==> config.mk <==
export PLATFORM = sky130hd
export DESIGN_NAME = source_text_tokenizer
export DESIGN_NICKNAME = d
export VERILOG_FILES = /design/src/sv/stt_pkg.sv /design/src/sv/source_text_tokenizer.sv
export SDC_FILE = /design/constraint.sdc
export NUM_CORES = 1
export LEC_CHECK = 0
export BUFFER_PORTS_ARGS = -buffer_cell sky130_fd_sc_hd__buf_2
export CAP_MARGIN = 10
export CELL_PAD_IN_SITES_DETAIL_PLACEMENT = 1
export CELL_PAD_IN_SITES_GLOBAL_PLACEMENT = 1
export CORE_MARGIN = 5
export CORE_UTILIZATION = 45
export CTS_BUF_LIST = sky130_fd_sc_hd__clkbuf_16
export DETAILED_ROUTE_END_ITERATION = 10
export PLACE_DENSITY_LB_ADDON = 0.08
export SLEW_MARGIN = 10
export SYNTH_ARGS = -nofsm -noshare
export SYNTH_HDL_FRONTEND = slang
export SYNTH_SLANG_ARGS = --single-unit
==> constraint.sdc <==
create_clock -name clk -period 13.4 [get_ports clk]
set_clock_uncertainty 0.05 [all_clocks]
set_input_delay 0.67 -clock clk [delete_from_list [all_inputs] [get_ports clk]]
set_output_delay 0.67 -clock clk [all_outputs]
set_load 0.005 [all_outputs]
==> src/sv/stt_pkg.sv <==
// ----------------------------------------------------------------------------
// stt_pkg: shared types and constants for the source text tokenizer
// Item structs, token kinds, error codes, character codes and keyword table.
// ----------------------------------------------------------------------------
`default_nettype none

package stt_pkg;

  typedef struct packed {
    logic [7:0] text_byte;
    logic       end_of_text;
  } in_item_t;

  typedef struct packed {
    logic [5:0]  token_kind;
    logic [31:0] token_start;
    logic [9:0]  token_length;
    logic [2:0]  error_code;
    logic [7:0]  bad_byte;
    logic        last_of_run;
  } out_item_t;

  // token kinds
  localparam logic [5:0] K_NUMBER = 6'd0;
  localparam logic [5:0] K_STRING = 6'd1;
  localparam logic [5:0] K_PLUS   = 6'd2;
  localparam logic [5:0] K_MINUS  = 6'd3;
  localparam logic [5:0] K_MUL    = 6'd4;
  localparam logic [5:0] K_DIV    = 6'd5;
  localparam logic [5:0] K_LPAREN = 6'd6;
  localparam logic [5:0] K_RPAREN = 6'd7;
  localparam logic [5:0] K_IDENT  = 6'd8;
  localparam logic [5:0] K_TYPE   = 6'd9;
  localparam logic [5:0] K_PIPE   = 6'd10;
  localparam logic [5:0] K_LBRACE = 6'd11;
  localparam logic [5:0] K_RBRACE = 6'd12;
  localparam logic [5:0] K_NUMKW  = 6'd13;
  localparam logic [5:0] K_STRKW  = 6'd14;
  localparam logic [5:0] K_FUN    = 6'd15;
  localparam logic [5:0] K_LET    = 6'd16;
  localparam logic [5:0] K_IN     = 6'd17;
  localparam logic [5:0] K_END    = 6'd18;
  localparam logic [5:0] K_IF     = 6'd19;
  localparam logic [5:0] K_THEN   = 6'd20;
  localparam logic [5:0] K_ELSE   = 6'd21;
  localparam logic [5:0] K_EQEQ   = 6'd22;
  localparam logic [5:0] K_NE     = 6'd23;
  localparam logic [5:0] K_LT     = 6'd24;
  localparam logic [5:0] K_LE     = 6'd25;
  localparam logic [5:0] K_GT     = 6'd26;
  localparam logic [5:0] K_GE     = 6'd27;
  localparam logic [5:0] K_ARROW  = 6'd28;
  localparam logic [5:0] K_COMMA  = 6'd29;
  localparam logic [5:0] K_SEMI   = 6'd30;
  localparam logic [5:0] K_EQUAL  = 6'd31;
  localparam logic [5:0] K_EOF    = 6'd32;
  localparam logic [5:0] K_ERROR  = 6'd33;

  // error codes
  localparam logic [2:0] ERR_NONE    = 3'd0;
  localparam logic [2:0] ERR_UNKNOWN = 3'd1;
  localparam logic [2:0] ERR_BANG    = 3'd2;
  localparam logic [2:0] ERR_UNTERM  = 3'd3;
  localparam logic [2:0] ERR_LONG    = 3'd4;

  // character codes
  localparam logic [7:0] CH_PLUS   = 8'h2B;
  localparam logic [7:0] CH_MINUS  = 8'h2D;
  localparam logic [7:0] CH_STAR   = 8'h2A;
  localparam logic [7:0] CH_SLASH  = 8'h2F;
  localparam logic [7:0] CH_LPAREN = 8'h28;
  localparam logic [7:0] CH_RPAREN = 8'h29;
  localparam logic [7:0] CH_PIPE   = 8'h7C;
  localparam logic [7:0] CH_LBRACE = 8'h7B;
  localparam logic [7:0] CH_RBRACE = 8'h7D;
  localparam logic [7:0] CH_COMMA  = 8'h2C;
  localparam logic [7:0] CH_SEMI   = 8'h3B;
  localparam logic [7:0] CH_EQUAL  = 8'h3D;
  localparam logic [7:0] CH_BANG   = 8'h21;
  localparam logic [7:0] CH_LT     = 8'h3C;
  localparam logic [7:0] CH_GT     = 8'h3E;
  localparam logic [7:0] CH_QUOTE  = 8'h22;
  localparam logic [7:0] CH_DOT    = 8'h2E;
  localparam logic [7:0] CH_UNDER  = 8'h5F;
  localparam logic [7:0] CH_SPACE  = 8'h20;

  // keyword table: text right-justified in the low bytes, first char highest
  localparam int KW_COUNT = 10;
  localparam logic [47:0] KW_TEXT [KW_COUNT] = '{
    48'("type"), 48'("Number"), 48'("String"), 48'("fun"), 48'("let"),
    48'("in"), 48'("end"), 48'("if"), 48'("then"), 48'("else")
  };
  localparam logic [2:0] KW_LEN [KW_COUNT] = '{
    3'd4, 3'd6, 3'd6, 3'd3, 3'd3, 3'd2, 3'd3, 3'd2, 3'd4, 3'd4
  };
  localparam logic [5:0] KW_KIND [KW_COUNT] = '{
    K_TYPE, K_NUMKW, K_STRKW, K_FUN, K_LET, K_IN, K_END, K_IF, K_THEN, K_ELSE
  };

  function automatic logic is_digit(logic [7:0] b);
    return (b >= 8'h30) && (b <= 8'h39);
  endfunction

  function automatic logic is_alpha(logic [7:0] b);
    return ((b >= 8'h61) && (b <= 8'h7A)) || ((b >= 8'h41) && (b <= 8'h5A));
  endfunction

  function automatic logic is_space(logic [7:0] b);
    return (b == CH_SPACE) || ((b >= 8'h09) && (b <= 8'h0D));
  endfunction

  function automatic logic is_word(logic [7:0] b);
    return is_alpha(b) || is_digit(b) || (b == CH_UNDER);
  endfunction

  // prefix holds byte i of the word at bits [8i+7:8i]; len 7 means "longer than 6"
  function automatic logic [5:0] word_kind(logic [47:0] prefix, logic [2:0] len);
    logic [5:0] kind;
    logic       hit;
    kind = K_IDENT;
    for (int k = 0; k < KW_COUNT; k++) begin
      hit = (len == KW_LEN[k]);
      for (int i = 0; i < 6; i++) begin
        if (i < int'(KW_LEN[k])) begin
          hit = hit && (prefix[8*i +: 8] == KW_TEXT[k][8*(int'(KW_LEN[k]) - 1 - i) +: 8]);
        end
      end
      if (hit) begin
        kind = KW_KIND[k];
      end
    end
    return kind;
  endfunction

  function automatic out_item_t mk_item(logic [5:0] kind, logic [31:0] start,
                                        logic [9:0] len, logic [2:0] err,
                                        logic [7:0] bad);
    out_item_t r;
    r.token_kind   = kind;
    r.token_start  = start;
    r.token_length = len;
    r.error_code   = err;
    r.bad_byte     = bad;
    r.last_of_run  = 1'b0;
    return r;
  endfunction

endpackage

`default_nettype wire

==> src/sv/source_text_tokenizer.sv <==
// ----------------------------------------------------------------------------
// source_text_tokenizer: byte-stream lexer
// Turns a stream of text bytes into tokens with kind, start offset and length.
// ----------------------------------------------------------------------------
// Usage:
//   in_*  : one item per text byte; an item with end_of_text set closes the
//           text (its byte is ignored) and yields the pending token and eof.
//   out_* : token items; up to two per input item, last_of_run marks the
//           final one caused by an input item.
//   Latency: an input item's tokens are visible on out_* the cycle after it
//   is accepted (behind any tokens still waiting in the output queue).
//   Throughput: one input item per cycle while each item makes at most one
//   token and out_ready is high; an item that ends one token and emits
//   another puts two tokens in the queue. The 3-entry output queue sets
//   this: input is taken while it holds at most one token.
//   Reset (rst_n low, synchronous) clears the scanner to idle, the text
//   position to zero and empties the output queue.
//   Stall: while out_ready is low tokens stay in the queue and in_ready
//   drops once two are waiting; nothing is lost.
// ----------------------------------------------------------------------------
`default_nettype none

module source_text_tokenizer #(
  parameter int MAX_WORD_LEN   = 63,
  parameter int MAX_STRING_LEN = 1023,
  parameter int POSITION_BITS  = 32
) (
  input  wire logic               clk,
  input  wire logic               rst_n,
  input  wire logic               in_valid,
  output logic                    in_ready,
  input  wire stt_pkg::in_item_t  in_item,
  output logic                    out_valid,
  input  wire logic               out_ready,
  output stt_pkg::out_item_t      out_item
);

  localparam int LEN_MAX  = (MAX_STRING_LEN > MAX_WORD_LEN) ? MAX_STRING_LEN : MAX_WORD_LEN;
  localparam int LEN_BITS = $clog2(LEN_MAX + 1);
  localparam logic [LEN_BITS-1:0] MAXW_L = LEN_BITS'(MAX_WORD_LEN);
  localparam logic [LEN_BITS-1:0] MAXS_L = LEN_BITS'(MAX_STRING_LEN);
  // error lengths, masked to the 10-bit length field
  localparam logic [9:0] MAXW_10 = 10'(MAX_WORD_LEN % 1024);
  localparam logic [9:0] MAXS_10 = 10'(MAX_STRING_LEN % 1024);
  localparam int QDEPTH = 3;

  typedef enum logic [3:0] {
    M_IDLE, M_NUMBER, M_IDENT, M_STRING, M_MINUS, M_EQ, M_BANG, M_LT, M_GT, M_DROP
  } mode_t;

  // scanner state
  mode_t                    mode_r, mode_nxt;
  logic [POSITION_BITS-1:0] pos_r, pos_nxt;
  logic [POSITION_BITS-1:0] start_r, start_nxt;
  logic [LEN_BITS-1:0]      len_r, len_nxt;
  logic [47:0]              prefix_r, prefix_nxt;

  // output queue, entry 0 is the head
  stt_pkg::out_item_t q_r [QDEPTH];
  stt_pkg::out_item_t q_nxt [QDEPTH];
  logic [1:0]         cnt_r, cnt_nxt;

  logic in_fire, pop;
  logic [7:0] b;

  // field views of the state at result widths
  logic [POSITION_BITS+31:0] pos_ext, start_ext;
  logic [LEN_BITS+9:0]       len_ext;
  logic [31:0]               pos32, start32;
  logic [9:0]                len10;
  logic [2:0]                kw_len;

  // pending token flushed when a byte ends it
  logic               fl_v;
  stt_pkg::out_item_t fl_item;
  // result from the current mode, result from starting a new lexeme
  logic               a_v, s_v, do_start;
  stt_pkg::out_item_t a_item, s_item;
  logic [1:0]         n_res;
  logic [1:0]         base;
  stt_pkg::out_item_t r0, r1;

  assign b         = in_item.text_byte;
  assign in_ready  = (cnt_r < 2'd2);
  assign in_fire   = in_valid && in_ready;
  assign out_valid = (cnt_r != 2'd0);
  assign out_item  = q_r[0];
  assign pop       = out_valid && out_ready;

  assign pos_ext   = {32'b0, pos_r};
  assign start_ext = {32'b0, start_r};
  assign len_ext   = {10'b0, len_r};
  assign pos32     = pos_ext[31:0];
  assign start32   = start_ext[31:0];
  assign len10     = len_ext[9:0];
  assign kw_len    = (len_r <= LEN_BITS'(6)) ? len_r[2:0] : 3'd7;

  always_comb begin
    fl_v    = 1'b1;
    fl_item = stt_pkg::mk_item(stt_pkg::K_NUMBER, start32, len10, stt_pkg::ERR_NONE, 8'd0);
    unique case (mode_r)
      M_NUMBER: ;
      M_IDENT:  fl_item.token_kind = stt_pkg::word_kind(prefix_r, kw_len);
      M_MINUS: begin
        fl_item.token_kind   = stt_pkg::K_MINUS;
        fl_item.token_length = 10'd1;
      end
      M_EQ: begin
        fl_item.token_kind   = stt_pkg::K_EQUAL;
        fl_item.token_length = 10'd1;
      end
      M_LT: begin
        fl_item.token_kind   = stt_pkg::K_LT;
        fl_item.token_length = 10'd1;
      end
      M_GT: begin
        fl_item.token_kind   = stt_pkg::K_GT;
        fl_item.token_length = 10'd1;
      end
      default: fl_v = 1'b0;
    endcase
  end

  // next scanner state and the (up to two) results of this item
  always_comb begin
    mode_nxt   = mode_r;
    pos_nxt    = pos_r;
    start_nxt  = start_r;
    len_nxt    = len_r;
    prefix_nxt = prefix_r;
    a_v        = 1'b0;
    a_item     = fl_item;
    s_v        = 1'b0;
    s_item     = fl_item;
    do_start   = 1'b0;

    if (in_item.end_of_text) begin
      // pending token (or open-string / bang error), then eof; back to reset
      if (mode_r == M_STRING) begin
        a_v    = 1'b1;
        a_item = stt_pkg::mk_item(stt_pkg::K_ERROR, start32, len10,
                                  stt_pkg::ERR_UNTERM, 8'd0);
      end else if (mode_r == M_BANG) begin
        a_v    = 1'b1;
        a_item = stt_pkg::mk_item(stt_pkg::K_ERROR, start32, 10'd1,
                                  stt_pkg::ERR_BANG, 8'd0);
      end else begin
        a_v = fl_v;
      end
      s_v        = 1'b1;
      s_item     = stt_pkg::mk_item(stt_pkg::K_EOF, pos32, 10'd0, stt_pkg::ERR_NONE, 8'd0);
      mode_nxt   = M_IDLE;
      pos_nxt    = '0;
      start_nxt  = '0;
      len_nxt    = '0;
      prefix_nxt = '0;
    end else begin
      pos_nxt = pos_r + POSITION_BITS'(1);
      unique case (mode_r)
        M_IDLE: do_start = 1'b1;
        M_NUMBER, M_IDENT: begin
          if ((mode_r == M_NUMBER) ? (stt_pkg::is_digit(b) || b == stt_pkg::CH_DOT)
                                   : stt_pkg::is_word(b)) begin
            if (len_r >= MAXW_L) begin
              a_v      = 1'b1;
              a_item   = stt_pkg::mk_item(stt_pkg::K_ERROR, start32, MAXW_10,
                                          stt_pkg::ERR_LONG, 8'd0);
              mode_nxt = M_DROP;
            end else begin
              if (mode_r == M_IDENT && len_r < LEN_BITS'(6)) begin
                prefix_nxt = prefix_r | (48'(b) << {len_r[2:0], 3'b000});
              end
              len_nxt = len_r + LEN_BITS'(1);
            end
          end else begin
            a_v      = 1'b1;
            do_start = 1'b1;
          end
        end
        M_STRING: begin
          if (b == stt_pkg::CH_QUOTE) begin
            a_v      = 1'b1;
            a_item   = stt_pkg::mk_item(stt_pkg::K_STRING, start32, len10,
                                        stt_pkg::ERR_NONE, 8'd0);
            mode_nxt = M_IDLE;
          end else if (len_r >= MAXS_L) begin
            a_v      = 1'b1;
            a_item   = stt_pkg::mk_item(stt_pkg::K_ERROR, start32, MAXS_10,
                                        stt_pkg::ERR_LONG, 8'd0);
            mode_nxt = M_DROP;
          end else begin
            len_nxt = len_r + LEN_BITS'(1);
          end
        end
        M_BANG: begin
          a_v = 1'b1;
          if (b == stt_pkg::CH_EQUAL) begin
            a_item   = stt_pkg::mk_item(stt_pkg::K_NE, start32, 10'd2,
                                        stt_pkg::ERR_NONE, 8'd0);
            mode_nxt = M_IDLE;
          end else begin
            a_item   = stt_pkg::mk_item(stt_pkg::K_ERROR, start32, 10'd1,
                                        stt_pkg::ERR_BANG, 8'd0);
            mode_nxt = M_DROP;
          end
        end
        M_MINUS, M_EQ, M_LT, M_GT: begin
          a_v = 1'b1;
          if (mode_r == M_MINUS && b == stt_pkg::CH_GT) begin
            a_item   = stt_pkg::mk_item(stt_pkg::K_ARROW, start32, 10'd2,
                                        stt_pkg::ERR_NONE, 8'd0);
            mode_nxt = M_IDLE;
          end else if (mode_r != M_MINUS && b == stt_pkg::CH_EQUAL) begin
            a_item = stt_pkg::mk_item(stt_pkg::K_EQEQ, start32, 10'd2,
                                      stt_pkg::ERR_NONE, 8'd0);
            if (mode_r == M_LT) a_item.token_kind = stt_pkg::K_LE;
            if (mode_r == M_GT) a_item.token_kind = stt_pkg::K_GE;
            mode_nxt = M_IDLE;
          end else begin
            do_start = 1'b1;  // flush the one-char operator, rescan byte
          end
        end
        default: mode_nxt = M_DROP;
      endcase

      if (do_start) begin
        start_nxt = pos_r;
        len_nxt   = LEN_BITS'(1);
        mode_nxt  = M_IDLE;
        s_item    = stt_pkg::mk_item(stt_pkg::K_PLUS, pos32, 10'd1, stt_pkg::ERR_NONE, 8'd0);
        case (b)
          stt_pkg::CH_PLUS:   s_v = 1'b1;
          stt_pkg::CH_STAR:   begin s_v = 1'b1; s_item.token_kind = stt_pkg::K_MUL;    end
          stt_pkg::CH_SLASH:  begin s_v = 1'b1; s_item.token_kind = stt_pkg::K_DIV;    end
          stt_pkg::CH_LPAREN: begin s_v = 1'b1; s_item.token_kind = stt_pkg::K_LPAREN; end
          stt_pkg::CH_RPAREN: begin s_v = 1'b1; s_item.token_kind = stt_pkg::K_RPAREN; end
          stt_pkg::CH_PIPE:   begin s_v = 1'b1; s_item.token_kind = stt_pkg::K_PIPE;   end
          stt_pkg::CH_LBRACE: begin s_v = 1'b1; s_item.token_kind = stt_pkg::K_LBRACE; end
          stt_pkg::CH_RBRACE: begin s_v = 1'b1; s_item.token_kind = stt_pkg::K_RBRACE; end
          stt_pkg::CH_COMMA:  begin s_v = 1'b1; s_item.token_kind = stt_pkg::K_COMMA;  end
          stt_pkg::CH_SEMI:   begin s_v = 1'b1; s_item.token_kind = stt_pkg::K_SEMI;   end
          stt_pkg::CH_MINUS:  mode_nxt = M_MINUS;
          stt_pkg::CH_EQUAL:  mode_nxt = M_EQ;
          stt_pkg::CH_BANG:   mode_nxt = M_BANG;
          stt_pkg::CH_LT:     mode_nxt = M_LT;
          stt_pkg::CH_GT:     mode_nxt = M_GT;
          stt_pkg::CH_QUOTE: begin
            // strings report their content, which starts after the quote
            mode_nxt  = M_STRING;
            start_nxt = pos_r + POSITION_BITS'(1);
            len_nxt   = '0;
          end
          default: begin
            if (stt_pkg::is_space(b)) begin
              mode_nxt = M_IDLE;
            end else if (stt_pkg::is_digit(b) || b == stt_pkg::CH_DOT) begin
              mode_nxt = M_NUMBER;
            end else if (stt_pkg::is_alpha(b) || b == stt_pkg::CH_UNDER) begin
              mode_nxt   = M_IDENT;
              prefix_nxt = {40'b0, b};
            end else begin
              s_v      = 1'b1;
              s_item   = stt_pkg::mk_item(stt_pkg::K_ERROR, pos32, 10'd1,
                                          stt_pkg::ERR_UNKNOWN, b);
              mode_nxt = M_DROP;
            end
          end
        endcase
      end
    end
  end

  // pack the results in order and mark the last one
  always_comb begin
    r0    = a_v ? a_item : s_item;
    r1    = s_item;
    n_res = in_fire ? (2'(a_v) + 2'(s_v)) : 2'd0;
    if (n_res == 2'd1) r0.last_of_run = 1'b1;
    r1.last_of_run = 1'b1;
  end

  // queue update: shift out the head, then append at the fill point
  always_comb begin
    base = cnt_r - 2'(pop);
    for (int i = 0; i < QDEPTH; i++) begin
      q_nxt[i] = (pop && i < QDEPTH - 1) ? q_r[(i + 1) % QDEPTH] : q_r[i];
      if (n_res != 2'd0 && 2'(i) == base) q_nxt[i] = r0;
      if (n_res == 2'd2 && 2'(i) == base + 2'd1) q_nxt[i] = r1;
    end
    cnt_nxt = base + n_res;
  end

  always_ff @(posedge clk) begin
    if (!rst_n) begin
      mode_r   <= M_IDLE;
      pos_r    <= '0;
      start_r  <= '0;
      len_r    <= '0;
      prefix_r <= '0;
      cnt_r    <= 2'd0;
    end else begin
      if (in_fire) begin
        mode_r   <= mode_nxt;
        pos_r    <= pos_nxt;
        start_r  <= start_nxt;
        len_r    <= len_nxt;
        prefix_r <= prefix_nxt;
      end
      cnt_r <= cnt_nxt;
    end
  end

  always_ff @(posedge clk) begin
    for (int i = 0; i < QDEPTH; i++) begin
      q_r[i] <= q_nxt[i];
    end
  end

endmodule

`default_nettype wire

======== After elaboration in Yosys (flattened, before gate mapping) ========
Memories as Yosys holds them, arrays and structs flattened.
Cells that the tools add are included.
cells by class
  reduce and logical (&&, ||, !) cells .... 74
  magnitude comparators ................... 13
  multiplexer cells ....................... 136
  bitwise logic cells ..................... 1
  shift operators ......................... 1
  add/subtract/negate cells ............... 6
  eq/ne operators ......................... 77
operators with widths
  cell                                                                number
  two-way mux 60 bit                                                  24
  two-way mux 48 bit                                                  10
  equality test 8 x 7 -> 1 bit (second input constant)                35
  case mux 60 bit (4 select lines)                                    1
  two-way mux 32 bit                                                  4
  equality test 8 x 6 -> 1 bit (second input constant)                15
  two-way mux 10 bit                                                  7
  two-way mux 6 bit                                                   10
  case mux 6 bit (10 select lines)                                    1
  two-way mux 1 bit                                                   56
  two-way mux 54 bit                                                  1
  two-way mux 4 bit                                                   13
  logical AND 1 bit                                                   50
  OR 48 bit                                                           1
  left shift 8 x 6 -> 48 bit                                          1
  adder 32 x 1 -> 32 bit (second input constant)                      1
  case mux 6 bit (5 select lines)                                     1
  case mux 4 bit (7 select lines)                                     1
  case mux 10 bit (2 select lines)                                    1
  case mux 4 bit (5 select lines)                                     1
  equality test 4 x 3 -> 1 bit (second input constant)                4
  greater-or-equal comparator 8 x 7 -> 1 bit (second input constant)  2
  less-or-equal comparator 8 x 7 -> 1 bit (second input constant)     2
  OR reduction 16 bit                                                 1
  other kinds (45)                                                    65
word-level totals
  memories kept ........................... 1
  word-level logic and storage cells ...... 315
  output and inout port bits .............. 62
  RAM bits ................................ 180
  register bits after elaboration ......... 128
memories
  memory  words  width  rd ports  clocked after memory_dff  wr ports  line                         text
  q_r     3      60     3         0                         3         source_text_tokenizer.sv:59  stt_pkg::out_item_t q_r [QDEPTH];

======== Depth between registers and ports, before layout ========
Gate-level depths: netlist of run 1.
  word-level depth ........................ 33
  gate-level depth with buffers ........... 19
  depth with buffers taken out ............ 15

======== Worst setup path before layout of run 1 ========
No wires, ideal clock.
  path type ............................... input -> register
  start point ............................. in in_item[7] in the netlist's numbering
  end point ............................... mem q_r[0][12] in the netlist's numbering, enable pin
  setup slack ............................. 7.663 ns
  data required time ...................... 12.934 ns
  buffers on the path ..................... 4
  arrival ................................. 5.271 ns
  stages on the path ...................... 15
  setup time .............................. 0.416 ns
  path through ............................ buf_2 or4b_1 clkbuf_1 nor4_4 o21ai_1 a311o_1 and2_1 buf_6 clkinv_2 ha_1 nor3b_1 and3_1 nor2_1 clkbuf_1 nand2_1
RTL lines
  what                line                         text
  start: declaration  source_text_tokenizer.sv:32  input wire stt_pkg::in_item_t in_item,
  end: declaration    source_text_tokenizer.sv:59

==> metrics.md, run 1 <==
| Metric | Value |
|---|---|
| CTS sink count | `308` |
| Max Freq | `151 MHz` |
| Fillers | `4287` |
| Slew HR | `30.5%` |
| Sw Pwr | `0.00105 W` |
| Pwr per Cell Area | `172 mW/mm^2` |
| WHS Path Cells | `2` |
| Vias in the first global route | `14904` |
| Setup TNS | `0 ns` |
| Skew-Pair Late Insertion Delay | `0.56 ns` |
| Layout overhead on the synthesized area | `7.48%` |
| Drt drc | `0` |
| Fin. Hold Viols | `0` |
| Die ar. | `0.0420 sq mm` |
| Sw Share | `33.2%` |
| Initial antenna violation count | `1` |
| Via-to-Cell Ratio | `6.46` |
| CTS root buf | `clkbuf_16` |
| Core area | `0.0376 sq mm` |
| Sequential area share after synthesis | `46.0%` |
| Slowest stage delay, CP | `0.73 ns` |
| Nets | `1779` |
| DR vias | `14854` |
| WP buf/inv | `3` |
| Status | `finished clean` |
| DP HPWL | `36600 microns` |
| Worst reg2reg startpoint | `mode_r[0]` |
| Min-delay src | `prefix_r[36]` |
| CTS max path bufs | `3` |
| Max Fanout on Critical Path | `31` |
| Total number of yosys warnings | `0` |
| Largest net degree at the start of global routing | `74` |
| Die Y-Extent | `205 microns` |
| Hold bufs inserted after CTS | `0` |
| Critical Path Sink Type | `flop` |
| Ys flop type | `edfxtp_1` |
| Final slew viol count | `0` |
| VDD IR-drop max | `128 uV` |
| CTS Buf Count | `37` |
| H-tree levels | `2` |
| Worst hold-check path type | `flop to flop` |
| Starting Density | `45.6%` |
| Die Width | `205 microns` |
| DRT Pass-1 Iters | `5` |
| Post-synth cell types | `98` |
| Worst setup margin | `6.77 ns` |
| Post-Syn Area | `0.0171 sq mm` |
| Clock share of power | `29.8%` |
| Port Buffers | `74` |
| CP arrival | `6.76 ns` |
| Final ANT Viol Nets | `0` |
| P_int | `0.00211 W` |
| Dpl ws | `6.31 ns` |
| Post-synthesis net count | `1845` |
| 1st-iter DRT viols | `1250` |
| Worst-margin pin slew | `1.04 ns` |
| Reg power frac | `43.8%` |
| Post-synth EDFFs | `171` |
| Leak Pwr | `6.41 nW` |
| Total length of routed wires | `58500 microns` |
| Layout cell share with drive strength beyond 1 | `12.2%` |
| Reg2reg setup slack | `6.77 ns` |
| CP max stage cell | `nor2_1` |
| Tot GR Track Use | `27.2%` |
| Register bit total from synthesis | `308` |
| Worst-path clk slew | `0.06 ns` |
| Global-route wire length before repair | `90500 microns` |
| Async SR Flop Fraction | `0%` |
| Critical path data required time | `13.53 ns` |
| Setup Fix Bufs, Post-CTS | `0` |
| Worst path cell trace | `buf_4 > or4b_2 > nor4_1 > a211oi_1 > o21ai_1 > a311o_1 > and2_1 > clkinv_2 > ha_1 > nand3b_1 > nor2_1 > nor2_1 > nand2_2 > buf_4` |
| FF-to-FF End | `q_r[0][64]` |
| Final setup viols | `0` |
| Number of cell rows | `71` |
| Logic pwr share | `26.4%` |
| Avg Inst Size Synth | `9.38 sq um` |
| Max-Cap Viols | `0` |
| Minimum clock period | `6.63 ns` |
| Total grt overflow | `0` |
| Worst hold path endpoint | `prefix_r[36]` |
| Final Cycle Share | `49.5%` |
| Crit path kind | `flop to flop` |
| Worst Reg-to-Reg Cells | `14` |
| Unrepaired setup endpoints after global routing | `no` |
| Post-CTS sizing | `0` |
| Critical path startpoint category | `flop` |
| Wire per inst | `25.4 microns` |
| I/O Pins | `75` |
| Family with the most delay on the worst path | `simple AND/OR/NAND/NOR gates` |
| TritonCTS clock tree | `built` |
| Post-Synthesis Cells | `1826` |
| Routability congestion estimate from global placement | `0.917` |
| Core Util, Final | `49.0%` |
==> synthesized netlist by cell type, drive strengths merged (17+ instances only) <==
cell type	number	area share, %
a21oi	82	2.4
a22o	19	0.97
a22oi	117	5.1
a31oi	26	1.1
and2	19	0.70
and3	30	1.1
buf	106	4.1
clkbuf	109	2.6
dfxtp	137	16
edfxtp	171	30
inv	20	0.44
mux2i	40	2.3
nand2	143	3.1
nand3	33	0.96
nand4	23	0.84
nor2	176	4.0
nor3	40	1.2
nor4	17	0.71
o21ai	124	3.7
o22ai	77	2.8
o2bb2ai	33	1.7
or3	17	0.62
xnor2	19	0.97
xor2	25	1.3
==> area by class of cell <==
class | instances | area [sq um] | share of cell area, %
Clock buffer | 38 | 951 | 5.17
Tap cell | 511 | 639 | 3.47
Multi-Input combinational cell | 1280 | 8040 | 43.7
Antenna cell | 1 | 2.50 | 0.0136
Clock inverter | 29 | 158 | 0.857
Inverter | 22 | 83.8 | 0.456
Timing Repair Buffer | 111 | 648 | 3.52
Sequential cell | 308 | 7880 | 42.8
==> through the flow <==
step                power (W)  cells  hold slack [ns]  instance area [sq um]
detailed placement    0.00223   2232            0.390                  17300
floorplan             0.00200   1826            0.377                  17100
global placement      0.00220   2232            0.391                  17300
global route          0.00330   2300            0.452                  18400
CTS                   0.00318   2299            0.398                  18400
finish                0.00316   2300            0.397                  18400
==> tightest hold or removal path, cell delays in order (launching register included) <==
cell and delay, ns:
dfxtp_1 0.30, nand2_1 0.05, a21oi_1 0.05
==> layout by cell type, fill, tap and decap left out, types with 17 or more instances in the layout <==
cell type	Yosys	routed
mux2i_1	40	40
o22ai_1	77	77
nand2_1	143	141
a21oi_1	80	80
xnor2_1	19	19
a22oi_1	117	117
dfxtp_1	137	137
a22o_1	19	19
xor2_1	25	25
o2bb2ai_1	33	33
nor3_1	40	39
clkbuf_16	0	38
inv_1	19	31
nor2_1	169	168
a31oi_1	23	23
and3_1	29	28
buf_2	28	74
o21ai_0	117	117
nand3_1	33	32
or3_1	17	17
nand4_1	23	23
edfxtp_1	171	171
buf_4	60	37
==> power by group through the flow <==
stage          registers (W)  clock network [W]  logic, W
4_1_cts              0.00139           0.000962  0.000834
5_1_grt              0.00140            0.00100  0.000899
3_5_place_dp         0.00140                  0  0.000826
2_1_floorplan        0.00137                  0  0.000636
3_3_place_gp         0.00140                  0  0.000806
6_report             0.00139           0.000944  0.000836
==> per-layer routing <==
metal / global-route usage, % / up-vias / share of wire, %
met5: 0 / - / 0
met4: 6.51 / 0 / 1.7
met3: 4.51 / 78 / 6.1
met2: 42.2 / 440 / 45
met1: 39.8 / 7577 / 47
li1: - / 6759 / -
==> worst max-delay path by stage <==
stage                     startpoint    endpoint  slack [ns]  cells after the start
after floorplan           in_item[7]  q_r[0][12]        7.66                     15
after global placement    in_item[5]  q_r[0][91]        6.52                     14
after detailed placement  in_item[5]  q_r[0][66]        6.31                     14
after CTS                  mode_r[0]  q_r[0][64]        6.81                     14
after global routing       mode_r[0]  q_r[0][79]        6.39                     15
final                      mode_r[0]  q_r[0][64]        6.77                     14
==> registers in the layout (all words and copies together), names as in the netlist <==
register	count
pos32	32
q_r	180
prefix_r	48
len10	10
mode_r	4
cnt_r	2
start32	32
==> logic make-up after synthesis <==
kind of cell | count (synthesis) | synth area share [%]
adders and majority gates | 6 | 0.438
xor gates and xnor gates | 44 | 2.25
and+or+nand+nor | 599 | 18.1
buffers and inverters | 238 | 7.29
AOI/OAI and AO/OA | 590 | 23.5
DFF | 308 | 46.0
muxes | 41 | 2.40
Power figures use the tool's default switching activity.
==> inputs of run 2 (changes only) <==
--- a/config.mk
+++ b/config.mk
@@ -5,12 +5,13 @@
 export SDC_FILE = /design/constraint.sdc
 export NUM_CORES = 1
 export LEC_CHECK = 0
+export ABC_AREA = 1
 export BUFFER_PORTS_ARGS = -buffer_cell sky130_fd_sc_hd__buf_2
 export CAP_MARGIN = 10
 export CELL_PAD_IN_SITES_DETAIL_PLACEMENT = 1
 export CELL_PAD_IN_SITES_GLOBAL_PLACEMENT = 1
 export CORE_MARGIN = 5
-export CORE_UTILIZATION = 45
+export CORE_UTILIZATION = 42
 export CTS_BUF_LIST = sky130_fd_sc_hd__clkbuf_16
 export DETAILED_ROUTE_END_ITERATION = 10
 export PLACE_DENSITY_LB_ADDON = 0.08
==> constraint.sdc (replaced) <==
create_clock -name clk -period 5.3 [get_ports clk]
set_clock_uncertainty 0.05 [all_clocks]
set_input_delay 0.265 -clock clk [delete_from_list [all_inputs] [get_ports clk]]
set_output_delay 0.265 -clock clk [all_outputs]
set_load 0.005 [all_outputs]
==> run 2 against run 1 <==
Via count up 20%. Utilization down 2.9 points. Sequential cell count unchanged. Clock power rose to 2.6 times the previous value. Critical endpoint is now q_r[0][79]. Largest cell class unchanged. Highest routed layer unchanged.
==> metrics.md, run 2 <==
| Metric | Value |
|---|---|
| Setup TNS | `0 ns` |
| Worst-margin pin slew | `1.23 ns` |
| Worst setup margin | `0.531 ns` |
| Crit path kind | `flop to flop` |
| Fillers | `5446` |
| Wire per inst | `21.5 microns` |
| Met3 Use GR | `4.01%` |
| Nets | `2486` |
| Post-synth EDFFs | `171` |
| Gr busiest metal | `met2` |
| Drt drc | `0` |
| Min-delay src | `in_item[2]` |
| Final slew viol count | `0` |
| Unrepaired setup endpoints after global routing | `no` |
| Total number of yosys warnings | `0` |
| Total grt overflow | `0` |
| Minimum clock period | `4.77 ns` |
| Layout overhead on the synthesized area | `8.43%` |
| Tot GR Track Use | `26.9%` |
| Critical Path Sink Type | `flop` |
| Largest net degree at the start of global routing | `81` |
| Commonest non-fill, non-tap cells in the layout | `482 x nand2_1, 320 x nor2_1, 237 x inv_1` |
| Sequential area share after synthesis | `42.9%` |
| Commonest non-fill, non-tap cell in the layout | `nand2_1` |
| Max reg flops | `180` |
| CTS max path bufs | `3` |
| Critical path data required time | `5.64 ns` |
| P_int | `0.00630 W` |
| 1st-iter DRT viols | `1459` |
| Async SR Flop Fraction | `0%` |
| Max Freq | `210 MHz` |
| Pwr per Cell Area | `563 mW/mm^2` |
| List of most frequent post-synthesis cells | `484 x nand2_1, 326 x nor2_1, 223 x inv_1, 212 x o21ai_0, 211 x nand3_1` |
| CTS root buf | `clkbuf_16` |
| Critical path startpoint category | `flop` |
| Worst-path clk slew | `0.06 ns` |
| Sw Pwr | `0.00492 W` |
| DP HPWL | `44600 microns` |
| Setup Fix Bufs, Post-CTS | `0` |
| Port Buffers | `74` |
| Post-Syn Area | `0.0184 sq mm` |
| Post-Synthesis Cells | `2517` |
| TritonCTS clock tree | `built` |
| Sw Share | `43.9%` |
| Avg Inst Size Synth | `7.30 sq um` |
| Hold WS | `0.0717 ns` |
| Footprint of the multi-input gates | `0.00861 sq mm` |
| Die ar. | `0.0480 sq mm` |
| Via-to-Cell Ratio | `5.80` |
| Vias in the first global route | `17725` |
| Register bit total from synthesis | `308` |
| Max Fanout on Critical Path | `55` |
| Fin. Hold Viols | `0` |
| CP max stage cell | `inv_2` |
| Status | `finished clean` |
| CP arrival | `5.11 ns` |
| Slowest stage delay, CP | `0.92 ns` |
| Slew HR | `17.6%` |
| Worst hold-check path type | `primary input to flop` |
| DRT Pass-1 Iters | `6` |
| Post-CTS sizing | `0` |
| Number of cell rows | `76` |
| Register area | `0.00788 sq mm` |
| Core area | `0.0432 sq mm` |
| Share of the synthesized area in the top cell type | `28.0%` |
| GR Util met2 | `41.3%` |
| DR vias | `17841` |
| Max-Cap Viols | `0` |
| Global-route wire length before repair | `103000 microns` |
| Final Cycle Share | `90.0%` |
| Leak Pwr | `7.46 nW` |
| Most flops, register | `q_r` |
| Post-synthesis net count | `2536` |
| I/O Pins | `75` |
| Largest regs | `q_r x180, prefix_r x48` |
| Ys flop type | `edfxtp_1` |
| Final ANT Viol Nets | `0` |
| Worst path cell trace | `nor2_1 > nand2_1 > o21ai_1 > nor2_1 > buf_4 > inv_2 > nand3_2 > nand2_1 > a21oi_4 > o31ai_1 > ha_1 > inv_1 > nor2_1 > nor2_1 > nor2_4 > inv_2 > o21ai_0 > o21ai_0` |
| Die Y-Extent | `219 microns` |
| Ant. Diodes | `0` |
| VDD IR-drop max | `558 uV` |
| Post-synth cell types | `50` |
| Logic pwr share | `44.1%` |
| Core Util, Final | `46.1%` |
| H-tree levels | `2` |
| Total length of routed wires | `66100 microns` |
| Skew-Pair Late Insertion Delay | `0.56 ns` |
| Reg power frac | `33.9%` |
| Clock share of power | `22.0%` |
| Crit path from | `mode_r[0]` |
| Worst reg2reg startpoint | `mode_r[0]` |
| Top-count cell post-synth | `nand2_1` |
| Layout cell share with drive strength beyond 1 | `9.99%` |
| Initial antenna violation count | `0` |
| Cell taking the most area after synthesis | `edfxtp_1` |
| Routability congestion estimate from global placement | `0.943` |
| Dpl ws | `0.653 ns` |
| Starting Density | `42.5%` |
| Grt met1 use | `40.1%` |
| Final setup viols | `0` |
| Hold bufs inserted after CTS | `0` |
| Top cell by count, worst path | `nor2_1` |
| Top cells by area, synth | `edfxtp_1 28%, dfxtp_1 15%, nand2_1 9.9%` |
| CTS Buf Count | `39` |
| CTS sink count | `308` |
| Die Width | `219 microns` |
run 2: final cells by class:
cell class | count | share of cell area (%)
Multi-Input combinational cell | 1774 | 43.2
Sequential cell | 308 | 39.6
Clock buffer | 40 | 5.03
Inverter | 238 | 4.49
Tap cell | 585 | 3.68
Timing Repair Buffer | 106 | 3.26
Clock inverter | 27 | 0.754
run 2: cell families after synthesis:
group | synth area share (%)
fa+ha+maj | 0.409
compound gates | 17.6
simple gates | 27.3
buf+inv | 10.5
flops | 42.9
xor+xnor | 1.29
run 2: power by group through the flow:
stage               logic [W]  clock network [W]  registers, W
CTS                   0.00489            0.00251       0.00381
global placement      0.00471                  0       0.00383
finish                0.00495            0.00246       0.00380
global route          0.00541            0.00262       0.00386
floorplan             0.00350                  0       0.00379
detailed placement    0.00487                  0       0.00385
run 2: path summary, 6_finish.rpt:
kind | end | slack [ns] | depth (start not counted)
max | q_r[0][79] | 0.53 | 18
min | prefix_r[17] | 0.07 | 3
max reg2reg | q_r[0][79] | 0.53 | 18
min reg2reg | prefix_r[31] | 0.41 | 2
run 2: worst max-delay path, delay by kind of cell, from the launching register on:
kind,cells,cell delay (ns)
flip-flops,1,0.36
buffers and inverters,4,1.33
adder cells (fa/ha/maj),1,0.36
AO/OA/AOI/OAI,5,1.14
AND/OR/NAND/NOR,8,1.35
run 2: metal layers:
layer	share of wire (%)	wire length (microns)	up-vias
met1	47	31300	8780
met4	2.0	1350	0
met5	0	0	-
met3	6.9	4590	93
met2	44	28800	602
li1	-	-	8366
run 2: per-stage QoR:
| stage | instances | total power, W | instance area (sq um) |
|---|---|---|---|
| 2_1_floorplan | 2517 | 0.00729 | 18400 |
| 3_3_place_gp | 3011 | 0.00854 | 18800 |
| 3_5_place_dp | 3011 | 0.00872 | 18800 |
| 4_1_cts | 3078 | 0.0112 | 19900 |
| 5_1_grt | 3078 | 0.0119 | 19900 |
| 6_report | 3078 | 0.0112 | 19900 |
